===== src/hdl/pcss_pkg.sv =====
// Shared types and constants for the proximity calibrate and speed select block.
// Holds opcode, motor command and register index codes, the config and result
// structs, and the controller/datapath handshake structs. No dependencies.
package pcss_pkg;

    // Input opcodes
    localparam logic [2:0] OP_SAMPLE     = 3'd0;
    localparam logic [2:0] OP_CAL_REQ    = 3'd1;
    localparam logic [2:0] OP_JOY_OTHER  = 3'd2;
    localparam logic [2:0] OP_DM_PRESS   = 3'd3;
    localparam logic [2:0] OP_DM_RELEASE = 3'd4;

    // Motor commands
    localparam logic [2:0] CMD_NONE      = 3'd0;
    localparam logic [2:0] CMD_SET_SPEED = 3'd1;
    localparam logic [2:0] CMD_STOP_MOVE = 3'd2;
    localparam logic [2:0] CMD_TRAVERSE  = 3'd3;
    localparam logic [2:0] CMD_STOP      = 3'd4;
    localparam logic [2:0] CMD_ENABLE    = 3'd5;

    // Register map (index = byte address / 4)
    localparam int ADDR_BITS    = 5;
    localparam int REG_IDX_BITS = 3;
    localparam logic [REG_IDX_BITS-1:0] REG_STOPPING_DISTANCE = 3'd0;
    localparam logic [REG_IDX_BITS-1:0] REG_HIGH_SPEED        = 3'd1;
    localparam logic [REG_IDX_BITS-1:0] REG_SLOW_SPEED        = 3'd2;
    localparam logic [REG_IDX_BITS-1:0] REG_NEAR_POSITION     = 3'd3;
    localparam logic [REG_IDX_BITS-1:0] REG_FAR_POSITION      = 3'd4;
    localparam logic [REG_IDX_BITS-1:0] REG_TRAVERSE_DISTANCE = 3'd5;

    // Register reset values
    localparam logic [14:0] STOPPING_DISTANCE_RST = 15'd100;
    localparam logic [14:0] HIGH_SPEED_RST        = 15'd2000;
    localparam logic [14:0] SLOW_SPEED_RST        = 15'd500;
    localparam logic signed [15:0] NEAR_POSITION_RST = 16'sd70;
    localparam logic signed [15:0] FAR_POSITION_RST  = 16'sd500;
    localparam logic [14:0] TRAVERSE_DISTANCE_RST = 15'd600;

    // Number of light reading fields on the input port
    localparam int LIGHT_FIELDS = 3;
    localparam int LIGHT_BITS   = 12;

    typedef struct packed {
        logic [14:0]        stopping_distance;
        logic [14:0]        high_speed;
        logic [14:0]        slow_speed;
        logic signed [15:0] near_position;
        logic signed [15:0] far_position;
        logic [14:0]        traverse_distance;
    } cfg_t;

    typedef struct packed {
        logic [2:0]         motor_cmd;
        logic signed [15:0] speed_value;
        logic [14:0]        move_distance;
        logic               calibrating_now;
        logic               running_now;
    } result_t;

    // Controller to datapath commands
    typedef struct packed {
        logic accept;
        logic div_step;
        logic div_wb;
        logic out_load_new;
        logic skid_load_new;
        logic out_load_skid;
    } ctrl_cmd_t;

    // Datapath to controller status
    typedef struct packed {
        logic need_div;
    } dp_status_t;

    // Near threshold reset value per channel; channels past the light fields read 0
    function automatic logic [LIGHT_BITS-1:0] near_reset(input int idx);
        logic [LIGHT_BITS-1:0] val;
        case (idx)
            0:       val = 12'd770;
            1:       val = 12'd634;
            2:       val = 12'd710;
            default: val = '0;
        endcase
        return val;
    endfunction

    // Far threshold reset value per channel
    function automatic logic [LIGHT_BITS-1:0] far_reset(input int idx);
        logic [LIGHT_BITS-1:0] val;
        case (idx)
            0:       val = 12'd48;
            1:       val = 12'd36;
            2:       val = 12'd43;
            default: val = '0;
        endcase
        return val;
    endfunction

endpackage


===== src/hdl/pcss_regs.sv =====
// APB-style configuration register file for the speed select block.
// Depends on pcss_pkg for the register map, reset values and cfg_t.
module pcss_regs (
    input  logic                           clk,
    input  logic                           rst_n,
    input  logic                           psel,
    input  logic                           penable,
    input  logic                           pwrite,
    input  logic [pcss_pkg::ADDR_BITS-1:0] paddr,
    input  logic [31:0]                    pwdata,
    output logic [31:0]                    prdata,
    output logic                           pready,
    output pcss_pkg::cfg_t                 cfg
);

    pcss_pkg::cfg_t cfg_reg;
    pcss_pkg::cfg_t cfg_next;
    logic [pcss_pkg::REG_IDX_BITS-1:0] reg_idx;
    logic wr_en;

    assign pready  = 1'b1;
    assign reg_idx = paddr[pcss_pkg::ADDR_BITS-1:2];
    assign wr_en   = psel & penable & pwrite;
    assign cfg     = cfg_reg;

    // Decode the write
    always_comb
    begin
        cfg_next = cfg_reg;
        if (wr_en)
        begin
            case (reg_idx)
                pcss_pkg::REG_STOPPING_DISTANCE: cfg_next.stopping_distance = pwdata[14:0];
                pcss_pkg::REG_HIGH_SPEED:        cfg_next.high_speed        = pwdata[14:0];
                pcss_pkg::REG_SLOW_SPEED:        cfg_next.slow_speed        = pwdata[14:0];
                pcss_pkg::REG_NEAR_POSITION:     cfg_next.near_position     = pwdata[15:0];
                pcss_pkg::REG_FAR_POSITION:      cfg_next.far_position      = pwdata[15:0];
                pcss_pkg::REG_TRAVERSE_DISTANCE: cfg_next.traverse_distance = pwdata[14:0];
                default:                         cfg_next = cfg_reg;
            endcase
        end
    end

    always_ff @(posedge clk or negedge rst_n)
    begin
        if (!rst_n)
        begin
            cfg_reg.stopping_distance <= pcss_pkg::STOPPING_DISTANCE_RST;
            cfg_reg.high_speed        <= pcss_pkg::HIGH_SPEED_RST;
            cfg_reg.slow_speed        <= pcss_pkg::SLOW_SPEED_RST;
            cfg_reg.near_position     <= pcss_pkg::NEAR_POSITION_RST;
            cfg_reg.far_position      <= pcss_pkg::FAR_POSITION_RST;
            cfg_reg.traverse_distance <= pcss_pkg::TRAVERSE_DISTANCE_RST;
        end
        else
        begin
            cfg_reg <= cfg_next;
        end
    end

    // Read back; positions are sign extended
    always_comb
    begin
        case (reg_idx)
            pcss_pkg::REG_STOPPING_DISTANCE: prdata = {17'd0, cfg_reg.stopping_distance};
            pcss_pkg::REG_HIGH_SPEED:        prdata = {17'd0, cfg_reg.high_speed};
            pcss_pkg::REG_SLOW_SPEED:        prdata = {17'd0, cfg_reg.slow_speed};
            pcss_pkg::REG_NEAR_POSITION:
                prdata = {{16{cfg_reg.near_position[15]}}, cfg_reg.near_position};
            pcss_pkg::REG_FAR_POSITION:
                prdata = {{16{cfg_reg.far_position[15]}}, cfg_reg.far_position};
            pcss_pkg::REG_TRAVERSE_DISTANCE: prdata = {17'd0, cfg_reg.traverse_distance};
            default:                         prdata = '0;
        endcase
    end

endmodule


===== src/hdl/pcss_ctrl.sv =====
// Controller for the speed select block: request handshake, divider sequencing
// and the two-entry result buffer. Depends on pcss_pkg for the command structs.
module pcss_ctrl #(
    parameter int SAMPLE_BITS = 12
) (
    input  logic                    clk,
    input  logic                    rst_n,
    input  logic                    in_valid,
    output logic                    in_ready,
    output logic                    out_valid,
    input  logic                    out_ready,
    input  pcss_pkg::dp_status_t    status,
    output pcss_pkg::ctrl_cmd_t     cmd
);

    localparam int STEP_BITS = $clog2(SAMPLE_BITS);
    localparam logic [STEP_BITS-1:0] LAST_STEP = STEP_BITS'(SAMPLE_BITS - 1);

    localparam logic [1:0] ST_IDLE = 2'd0;
    localparam logic [1:0] ST_DIV  = 2'd1;
    localparam logic [1:0] ST_WB   = 2'd2;

    logic [1:0]           state_reg, state_next;
    logic [STEP_BITS-1:0] step_reg, step_next;
    logic                 out_valid_reg, out_valid_next;
    logic                 skid_valid_reg, skid_valid_next;
    logic                 accept;
    logic                 take;

    // Take a request only when idle and the skid slot is free
    assign in_ready  = (state_reg == ST_IDLE) && !skid_valid_reg;
    assign accept    = in_valid && in_ready;
    assign out_valid = out_valid_reg;
    assign take      = out_valid_reg && out_ready;

    always_comb
    begin
        cmd               = '0;
        cmd.accept        = accept;
        cmd.div_step      = (state_reg == ST_DIV);
        cmd.div_wb        = (state_reg == ST_WB);
        cmd.out_load_new  = accept && (!out_valid_reg || take);
        cmd.skid_load_new = accept && out_valid_reg && !take;
        cmd.out_load_skid = !accept && take && skid_valid_reg;
    end

    // Result buffer occupancy
    always_comb
    begin
        if (accept)
            out_valid_next = 1'b1;
        else if (take)
            out_valid_next = skid_valid_reg;
        else
            out_valid_next = out_valid_reg;

        if (skid_valid_reg)
            skid_valid_next = !take;
        else
            skid_valid_next = accept && out_valid_reg && !take;
    end

    // Sequence the divider
    always_comb
    begin
        state_next = state_reg;
        step_next  = step_reg;
        case (state_reg)
            ST_IDLE:
            begin
                if (accept && status.need_div)
                begin
                    state_next = ST_DIV;
                    step_next  = '0;
                end
            end
            ST_DIV:
            begin
                if (step_reg == LAST_STEP)
                    state_next = ST_WB;
                else
                    step_next = step_reg + 1'b1;
            end
            ST_WB:
            begin
                state_next = ST_IDLE;
            end
            default:
            begin
                state_next = ST_IDLE;
            end
        endcase
    end

    always_ff @(posedge clk or negedge rst_n)
    begin
        if (!rst_n)
        begin
            state_reg      <= ST_IDLE;
            step_reg       <= '0;
            out_valid_reg  <= 1'b0;
            skid_valid_reg <= 1'b0;
        end
        else
        begin
            state_reg      <= state_next;
            step_reg       <= step_next;
            out_valid_reg  <= out_valid_next;
            skid_valid_reg <= skid_valid_next;
        end
    end

    // Skid slot is only used behind a held result
    a_skid_behind_out: assert property (@(posedge clk) disable iff (!rst_n)
        skid_valid_reg |-> out_valid_reg)
        else $error("skid entry without output entry");

    // No request taken while the divider owns the state
    a_busy_blocks_input: assert property (@(posedge clk) disable iff (!rst_n)
        (state_reg != ST_IDLE) |-> !in_ready)
        else $error("request accepted during division");

    // A capturing request starts the divider at step zero
    a_div_start: assert property (@(posedge clk) disable iff (!rst_n)
        (accept && status.need_div) |=> (state_reg == ST_DIV && step_reg == '0))
        else $error("divider did not start");

    // The last step hands over to writeback
    a_div_finish: assert property (@(posedge clk) disable iff (!rst_n)
        (state_reg == ST_DIV && step_reg == LAST_STEP) |=> (state_reg == ST_WB))
        else $error("divider did not finish");

    // Every accepted request leaves a result behind
    a_accept_gives_result: assert property (@(posedge clk) disable iff (!rst_n)
        accept |=> out_valid_reg)
        else $error("accepted request produced no result");

endmodule


===== src/hdl/pcss_dp.sv =====
// Datapath for the speed select block: mode flags, per-channel sums and
// thresholds, one restoring divider lane per channel, and the result buffer.
// Depends on pcss_pkg for codes, cfg_t, result_t and the command structs.
module pcss_dp #(
    parameter int CHANNELS    = 3,
    parameter int SAMPLE_BITS = 12,
    parameter int COUNT_BITS  = 16
) (
    input  logic                       clk,
    input  logic                       rst_n,
    input  logic [2:0]                 opcode,
    input  logic [11:0]                light_left,
    input  logic [11:0]                light_middle,
    input  logic [11:0]                light_right,
    input  logic signed [15:0]         wheel_position,
    input  logic                       at_target,
    input  pcss_pkg::cfg_t             cfg,
    input  pcss_pkg::ctrl_cmd_t        cmd,
    output pcss_pkg::dp_status_t       status,
    output pcss_pkg::result_t          result
);

    localparam int SUM_BITS   = SAMPLE_BITS + COUNT_BITS;
    localparam int FIELD_BITS = (SAMPLE_BITS < pcss_pkg::LIGHT_BITS) ?
                                SAMPLE_BITS : pcss_pkg::LIGHT_BITS;

    logic [COUNT_BITS-1:0] count_reg, count_next;
    logic signed [15:0]    last_pos_reg, last_pos_next;
    logic                  cal_reg, cal_next;
    logic                  run_reg, run_next;
    logic [14:0]           speed_reg, speed_next;
    logic [COUNT_BITS-1:0] divisor_reg, divisor_next;
    logic                  div_zero_reg, div_zero_next;
    logic                  cap_near_reg, cap_near_next;
    pcss_pkg::result_t     out_reg, out_next;
    pcss_pkg::result_t     skid_reg, skid_next;
    pcss_pkg::result_t     res_new;

    logic [CHANNELS-1:0]   below_far;
    logic [CHANNELS-1:0]   below_near;
    logic                  pos_same;
    logic                  last_is_near;
    logic                  last_is_far;
    logic                  count_full;
    logic                  sample_acc;
    logic                  add_sample;
    logic                  close_pos;
    logic                  load_div;

    assign pos_same     = (wheel_position == last_pos_reg);
    assign last_is_near = (last_pos_reg == cfg.near_position);
    assign last_is_far  = (last_pos_reg == cfg.far_position);
    assign count_full   = &count_reg;

    // Capture needs calibration still on after the at-target check
    assign status.need_div = (opcode == pcss_pkg::OP_SAMPLE) && cal_reg && !at_target &&
                             !pos_same && (last_is_near || last_is_far);

    assign sample_acc = cmd.accept && (opcode == pcss_pkg::OP_SAMPLE) && cal_reg;
    assign add_sample = sample_acc && pos_same && !count_full;
    assign close_pos  = sample_acc && !pos_same;
    assign load_div   = cmd.accept && status.need_div;

    // Per-channel lanes: reading, thresholds, sum and divider
    genvar i;
    for (i = 0; i < CHANNELS; i++)
    begin : g_lane
        logic [SAMPLE_BITS-1:0] rd;
        logic [SAMPLE_BITS-1:0] near_thr_reg, near_thr_next;
        logic [SAMPLE_BITS-1:0] far_thr_reg, far_thr_next;
        logic [SUM_BITS-1:0]    sum_reg, sum_next;
        logic [COUNT_BITS-1:0]  rem_reg, rem_next;
        logic [SAMPLE_BITS-1:0] quo_reg, quo_next;
        logic [COUNT_BITS:0]    trial;
        logic [COUNT_BITS:0]    trial_diff;
        logic                   fits;
        logic [SAMPLE_BITS-1:0] avg;

        if (i == 0)
        begin : g_left
            assign rd = SAMPLE_BITS'(light_left[FIELD_BITS-1:0]);
        end
        else if (i == 1)
        begin : g_middle
            assign rd = SAMPLE_BITS'(light_middle[FIELD_BITS-1:0]);
        end
        else if (i == 2)
        begin : g_right
            assign rd = SAMPLE_BITS'(light_right[FIELD_BITS-1:0]);
        end
        else
        begin : g_none
            assign rd = '0;
        end

        assign below_far[i]  = (rd < far_thr_reg);
        assign below_near[i] = (rd < near_thr_reg);

        // One restoring step: shift in the next dividend bit, subtract if it fits
        assign trial      = {rem_reg, quo_reg[SAMPLE_BITS-1]};
        assign trial_diff = trial - {1'b0, divisor_reg};
        assign fits       = (trial >= {1'b0, divisor_reg});
        assign avg        = div_zero_reg ? '0 : quo_reg;

        always_comb
        begin
            sum_next      = sum_reg;
            rem_next      = rem_reg;
            quo_next      = quo_reg;
            near_thr_next = near_thr_reg;
            far_thr_next  = far_thr_reg;

            if (add_sample)
                sum_next = sum_reg + SUM_BITS'(rd);
            else if (close_pos)
                sum_next = '0;

            // Quotient fits the sample width, so the high part starts below the divisor
            if (load_div)
            begin
                rem_next = sum_reg[SUM_BITS-1:SAMPLE_BITS];
                quo_next = sum_reg[SAMPLE_BITS-1:0];
            end
            else if (cmd.div_step)
            begin
                rem_next = fits ? trial_diff[COUNT_BITS-1:0] : trial[COUNT_BITS-1:0];
                quo_next = {quo_reg[SAMPLE_BITS-2:0], fits};
            end

            if (cmd.div_wb)
            begin
                if (cap_near_reg)
                    near_thr_next = avg;
                else
                    far_thr_next = avg;
            end
        end

        always_ff @(posedge clk or negedge rst_n)
        begin
            if (!rst_n)
            begin
                near_thr_reg <= SAMPLE_BITS'(pcss_pkg::near_reset(i));
                far_thr_reg  <= SAMPLE_BITS'(pcss_pkg::far_reset(i));
                sum_reg      <= '0;
            end
            else
            begin
                near_thr_reg <= near_thr_next;
                far_thr_reg  <= far_thr_next;
                sum_reg      <= sum_next;
            end
        end

        always_ff @(posedge clk)
        begin
            rem_reg <= rem_next;
            quo_reg <= quo_next;
        end
    end

    // Decode the request into a result and the next mode flags
    always_comb
    begin
        res_new    = '0;
        cal_next   = cal_reg;
        run_next   = run_reg;
        speed_next = speed_reg;

        case (opcode)
            pcss_pkg::OP_SAMPLE:
            begin
                if (cal_reg && at_target)
                    cal_next = 1'b0;
                if (run_reg)
                begin
                    if (&below_far)
                    begin
                        speed_next          = cfg.high_speed;
                        res_new.motor_cmd   = pcss_pkg::CMD_SET_SPEED;
                        res_new.speed_value = {1'b0, cfg.high_speed};
                    end
                    else if (&below_near)
                    begin
                        speed_next          = cfg.slow_speed;
                        res_new.motor_cmd   = pcss_pkg::CMD_SET_SPEED;
                        res_new.speed_value = {1'b0, cfg.slow_speed};
                    end
                    else
                    begin
                        res_new.motor_cmd     = pcss_pkg::CMD_STOP_MOVE;
                        res_new.move_distance = cfg.stopping_distance;
                        run_next              = 1'b0;
                    end
                end
            end
            pcss_pkg::OP_CAL_REQ:
            begin
                if (!run_reg && !cal_reg)
                begin
                    cal_next              = 1'b1;
                    res_new.motor_cmd     = pcss_pkg::CMD_TRAVERSE;
                    res_new.speed_value   = 16'd0 - {1'b0, cfg.slow_speed};
                    res_new.move_distance = cfg.traverse_distance;
                end
            end
            pcss_pkg::OP_JOY_OTHER:
            begin
                if (!run_reg)
                begin
                    cal_next          = 1'b0;
                    res_new.motor_cmd = pcss_pkg::CMD_STOP;
                end
            end
            pcss_pkg::OP_DM_PRESS:
            begin
                res_new.motor_cmd   = pcss_pkg::CMD_ENABLE;
                res_new.speed_value = {1'b0, speed_reg};
                run_next            = 1'b1;
                cal_next            = 1'b0;
            end
            pcss_pkg::OP_DM_RELEASE:
            begin
                res_new.motor_cmd = pcss_pkg::CMD_STOP;
                run_next          = 1'b0;
            end
            default:
            begin
                res_new.motor_cmd = pcss_pkg::CMD_NONE;
            end
        endcase

        res_new.calibrating_now = cal_next;
        res_new.running_now     = run_next;
    end

    // Shared count, position and divider setup
    always_comb
    begin
        count_next    = count_reg;
        last_pos_next = last_pos_reg;
        divisor_next  = divisor_reg;
        div_zero_next = div_zero_reg;
        cap_near_next = cap_near_reg;

        if (add_sample)
            count_next = count_reg + 1'b1;
        else if (close_pos)
        begin
            count_next    = '0;
            last_pos_next = wheel_position;
        end

        if (load_div)
        begin
            divisor_next  = count_reg;
            div_zero_next = (count_reg == '0);
            cap_near_next = last_is_near;
        end
    end

    // Result buffer: output entry plus one skid entry
    always_comb
    begin
        if (cmd.out_load_new)
            out_next = res_new;
        else if (cmd.out_load_skid)
            out_next = skid_reg;
        else
            out_next = out_reg;

        skid_next = cmd.skid_load_new ? res_new : skid_reg;
    end

    assign result = out_reg;

    always_ff @(posedge clk or negedge rst_n)
    begin
        if (!rst_n)
        begin
            count_reg    <= '0;
            last_pos_reg <= '0;
            cal_reg      <= 1'b0;
            run_reg      <= 1'b0;
            speed_reg    <= '0;
        end
        else
        begin
            count_reg    <= count_next;
            last_pos_reg <= last_pos_next;
            if (cmd.accept)
            begin
                cal_reg   <= cal_next;
                run_reg   <= run_next;
                speed_reg <= speed_next;
            end
        end
    end

    always_ff @(posedge clk)
    begin
        divisor_reg  <= divisor_next;
        div_zero_reg <= div_zero_next;
        cap_near_reg <= cap_near_next;
        out_reg      <= out_next;
        skid_reg     <= skid_next;
    end

endmodule


===== src/hdl/proximity_calibrate_and_speed_select.sv =====
// A result is registered into the output entry when its request is taken, or into the
// skid entry if the output entry is held. One request per cycle while the skid entry is
// free, except a calibration sample that closes the near or far position: it holds the
// input until the bit-per-cycle restoring divider lanes have formed the channel averages.
// Reset (rst_n, asynchronous, active low): modes off, sums and count cleared,
// thresholds and configuration registers back to their default values.
module proximity_calibrate_and_speed_select #(
    parameter int CHANNELS    = 3,
    parameter int SAMPLE_BITS = 12,
    parameter int COUNT_BITS  = 16
) (
    input  logic                           clk,
    input  logic                           rst_n,
    // Request channel
    input  logic                           in_valid,
    output logic                           in_ready,
    input  logic [2:0]                     opcode,
    input  logic [11:0]                    light_left,
    input  logic [11:0]                    light_middle,
    input  logic [11:0]                    light_right,
    input  logic signed [15:0]             wheel_position,
    input  logic                           at_target,
    // Result channel
    output logic                           out_valid,
    input  logic                           out_ready,
    output logic [2:0]                     motor_cmd,
    output logic signed [15:0]             speed_value,
    output logic [14:0]                    move_distance,
    output logic                           calibrating_now,
    output logic                           running_now,
    // Configuration port
    input  logic                           psel,
    input  logic                           penable,
    input  logic                           pwrite,
    input  logic [pcss_pkg::ADDR_BITS-1:0] paddr,
    input  logic [31:0]                    pwdata,
    output logic [31:0]                    prdata,
    output logic                           pready
);

    pcss_pkg::cfg_t       cfg;
    pcss_pkg::ctrl_cmd_t  cmd;
    pcss_pkg::dp_status_t status;
    pcss_pkg::result_t    result;

    pcss_regs u_regs (
        .clk     (clk),
        .rst_n   (rst_n),
        .psel    (psel),
        .penable (penable),
        .pwrite  (pwrite),
        .paddr   (paddr),
        .pwdata  (pwdata),
        .prdata  (prdata),
        .pready  (pready),
        .cfg     (cfg)
    );

    pcss_ctrl #(
        .SAMPLE_BITS (SAMPLE_BITS)
    ) u_ctrl (
        .clk       (clk),
        .rst_n     (rst_n),
        .in_valid  (in_valid),
        .in_ready  (in_ready),
        .out_valid (out_valid),
        .out_ready (out_ready),
        .status    (status),
        .cmd       (cmd)
    );

    pcss_dp #(
        .CHANNELS    (CHANNELS),
        .SAMPLE_BITS (SAMPLE_BITS),
        .COUNT_BITS  (COUNT_BITS)
    ) u_dp (
        .clk            (clk),
        .rst_n          (rst_n),
        .opcode         (opcode),
        .light_left     (light_left),
        .light_middle   (light_middle),
        .light_right    (light_right),
        .wheel_position (wheel_position),
        .at_target      (at_target),
        .cfg            (cfg),
        .cmd            (cmd),
        .status         (status),
        .result         (result)
    );

    // Drive the result fields
    assign motor_cmd       = result.motor_cmd;
    assign speed_value     = result.speed_value;
    assign move_distance   = result.move_distance;
    assign calibrating_now = result.calibrating_now;
    assign running_now     = result.running_now;

endmodule

===== config.mk =====
export PLATFORM = sky130hd
export DESIGN_NAME = proximity_calibrate_and_speed_select
export DESIGN_NICKNAME = d
export VERILOG_FILES = /design/src/hdl/pcss_pkg.sv /design/src/hdl/pcss_regs.sv /design/src/hdl/pcss_ctrl.sv /design/src/hdl/pcss_dp.sv /design/src/hdl/proximity_calibrate_and_speed_select.sv
export SDC_FILE = /design/constraint.sdc
export NUM_CORES = 1
export LEC_CHECK = 0
export BUFFER_PORTS_ARGS = -buffer_cell sky130_fd_sc_hd__buf_2
export CAP_MARGIN = 20
export CORE_ASPECT_RATIO = 0.5
export CORE_UTILIZATION = 30
export DETAILED_ROUTE_END_ITERATION = 16
export PLACE_DENSITY_LB_ADDON = 0.12
export SETUP_SLACK_MARGIN = 0.2
export SKIP_LAST_GASP = 1
export SYNTH_ARGS = -nofsm -noshare
export SYNTH_HDL_FRONTEND = slang
export SYNTH_SLANG_ARGS = --single-unit

===== constraint.sdc =====
create_clock -name clk -period 5.3 [get_ports clk]
set_input_delay 0.795 -clock clk [delete_from_list [all_inputs] [get_ports clk]]
set_output_delay 0.795 -clock clk [all_outputs]
set_load 0.005 [all_outputs]

==> flow_metrics.tcl <==
set metrics [dict create \
    fin_crit_ps 3900 \
    wl_per_cell_um 20.0 \
    gr-total-overflow 0 \
    place_hpwl_um 56600 \
    met2_usage 0.283 \
    syn_nets 2892 \
    top_usage_layer "met2" \
    finClkSkew_ps 51.8 \
    path_clk_slew_ps 60 \
    total_power_uw 10200 \
    maxSlewHeadroom 0.311 \
    post-cts-setup-buffers 0 \
    tns_ps 0 \
    die_width_um 428 \
    fillers 9045 \
    first_iter_violations 1079 \
    cts_root_buf "clkbuf_16" \
    finalHoldViolCount 0 \
    cts_made_buffers 51 \
    htreeDepth 2 \
    grtUsageMet3 0.0239 \
    cts_tree "done" \
    first_pass_iters 5 \
    post-route-drc-count 0 \
    power_leakage_uw 0.0129 \
    cts_max_path_buffers 3 \
    cp.arrival_ps 4430 \
    crit_type "reg2reg" \
    clk_latency_ps 660 \
    met1_usage 0.242 \
    ant_nets 0 \
    rsz0062_at_grt "false" \
    largest_reg_flops 92 \
    finalMaxSlewViolations 0 \
    cts_resized 0 \
    dieArea_um2 92200 \
    portBuffers 151 \
    vdd_ir_drop_max_v 0.000233 \
    antenna-diode-count 0 \
    synthTopCellsByArea "dfrtp_1, edfxtp_1, ha_1, mux2_2, nand2_1" \
    ys.flop_type "dfrtp_1" \
    grt_usage 0.173 \
    initial_core_util 0.306 \
    grt_max_degree 121 \
    endpoint_kind "flop" \
    first_global_vias 19827 \
    core_area_um2 89100 \
    place_congestion 0.792 \
    synth_area_um2 27300 \
    postCtsHoldBufs 0 \
    ios 171 \
    clock_sinks 479 \
    dr_total_vias 19664 \
    hold_path_class "in2async" \
    setup_viol 0 \
    powerDensity_nw_per_um2 328 \
    antenna_found_initial 11 \
    wirelength_um 79300 \
    fin_crit_sh 0.735 \
    row_count 77 \
    synth_cells 2632 \
    drv_cap 0 \
    syn2layout_area_growth_pct 13.6 \
    synth-seq-cells 479 \
    grt_pass1_wl_um 123000 \
    ys_types 93 \
    worstMarginPinSlew_ps 1030 \
    drive_gt1_frac 0.182 \
    die_h_um 215 \
    status "complete, no violations" \
    synth_top_area_frac 0.234 \
    yosysSeqAreaShare 0.474 \
    worst-r2r-setup-slack_ps 1400 \
    synth-async-reset-ratio 0.637 \
    crit_required_ps 5830 \
    viasPerCell 4.96 \
    nNetsFinal 2994 \
    synth.largest_area_cell "dfrtp_1" \
    path_max_fanout 15 \
    cp-start-kind "flop" \
    avgSynthCellArea_um2 10.4 \
    synth_edf_count 174 \
    fmax_ghz 0.257 \
    yosysWarnings 0 \
]
==> layer usage <==
| layer | share of wire | wire length, um | up-vias |
|---|---|---|---|
| li1 | - | - | 9665 |
| met1 | 0.49 | 38600 | 9657 |
| met2 | 0.46 | 36700 | 237 |
| met3 | 0.031 | 2470 | 97 |
| met4 | 0.018 | 1460 | 8 |
| met5 | 0.00071 | 56 | - |
==> where the power goes <==
group	leakage [uW]	internal (uW)	total [uW]	switching (uW)
clock	0.000850	2100	3770	1670
sequential	0.00563	4340	4720	375
combinational	0.00645	793	1660	869
total	0.0129	7240	10200	2910
==> cells by family after synthesis <==
logic type	count (synthesis)	synth area share
simple gates	810	0.139
other cells	1	0.000138
flops	479	0.474
xor+xnor	126	0.0405
compound gates	545	0.130
buf+inv	266	0.0422
mux	245	0.0997
fa+ha+maj	160	0.0751
==> area by class of cell <==
cell class,count,area (um2),share of cell area
multi-input combinational,1887,13300,0.429
timing repair buffer,182,1050,0.0338
tap,1185,1480,0.0479
inverter,133,499,0.0161
clock inverter,15,174,0.00561
sequential,479,12900,0.417
clock buffer,81,1570,0.0507
==> cell usage in the layout, fill, tap and decap left out, types with 12 or more instances in the layout <==
cell type / instances
a21o_1: 25
a21oi_1: 105
a22o_1: 38
a22oi_1: 13
a31oi_1: 15
and3_1: 21
buf_2: 151
buf_4: 26
clkbuf_1: 14
clkbuf_16: 54
dfrtp_1: 255
dfstp_2: 50
edfxtp_1: 174
ha_1: 154
inv_1: 132
mux2_2: 136
mux2i_1: 96
nand2_1: 389
nand2b_1: 50
nand3_1: 69
nand4_1: 29
nor2_1: 127
nor2b_1: 12
nor3_1: 22
nor4_1: 15
o211ai_1: 25
o21a_1: 17
o21ai_0: 175
o22ai_1: 12
o31ai_1: 29
or3_1: 15
xnor2_1: 78
xor2_1: 48
==> worst max-delay path, stage by stage (launching register included) <==
cell and delay (ps):
dfstp_2 530, inv_1 40, ha_1 290, a21o_1 160, a21oi_1 280, o221ai_1 170
a211oi_1 550, and4_1 610, and2_1 680, a221o_1 320, mux2_4 150
==> cells in the mapped netlist (20+ instances only) <==
cell	number
clkbuf_1	78
mux2i_1	96
mux2_2	136
nor3_1	25
a22o_1	38
dfrtp_1	255
o21ai_0	175
buf_4	21
and3_1	23
nand2b_1	50
nand3_1	70
o211ai_1	25
a21o_1	25
dfstp_2	50
nor2_1	129
edfxtp_1	174
o31ai_1	29
nand2_1	391
xor2_1	48
buf_2	20
inv_1	132
xnor2_1	78
ha_1	154
nand4_1	29
a21oi_1	106
==> per-stage QoR <==
| stage | std cells | hold slack, ps | utilization | area (um2) | worst slack, ps |
|---|---|---|---|---|---|
| floorplan | 2632 | 445 | - | 27300 | 978 |
| global placement | 3863 | 463 | 0.327 | 29200 | 897 |
| detailed placement | 3864 | 470 | 0.328 | 29200 | 919 |
| CTS | 3960 | 142 | 0.347 | 30900 | 1360 |
| global route | 3962 | 175 | 0.348 | 31000 | 1200 |
| finish | 3962 | 138 | 0.348 | 31000 | 1400 |
==> worst paths after layout <==
kind	start	endpoint	depth (start not counted)
worst max-delay path	u_dp.g_lane[0].far_thr_reg[5]	u_dp.result[23]	10
worst min-delay path	rst_n	u_dp.last_pos_reg[4]	1
worst min register to register	u_dp.g_lane[0].sum_reg[27]	u_dp.g_lane[0].sum_reg[27]	1
max in group asynchronous	rst_n	u_regs.cfg[41]	2
min in group clk	out_ready	u_ctrl.skid_valid_reg	2
worst max register to register	u_dp.g_lane[0].far_thr_reg[5]	u_dp.result[23]	10
Power figures use the tool's default switching activity.
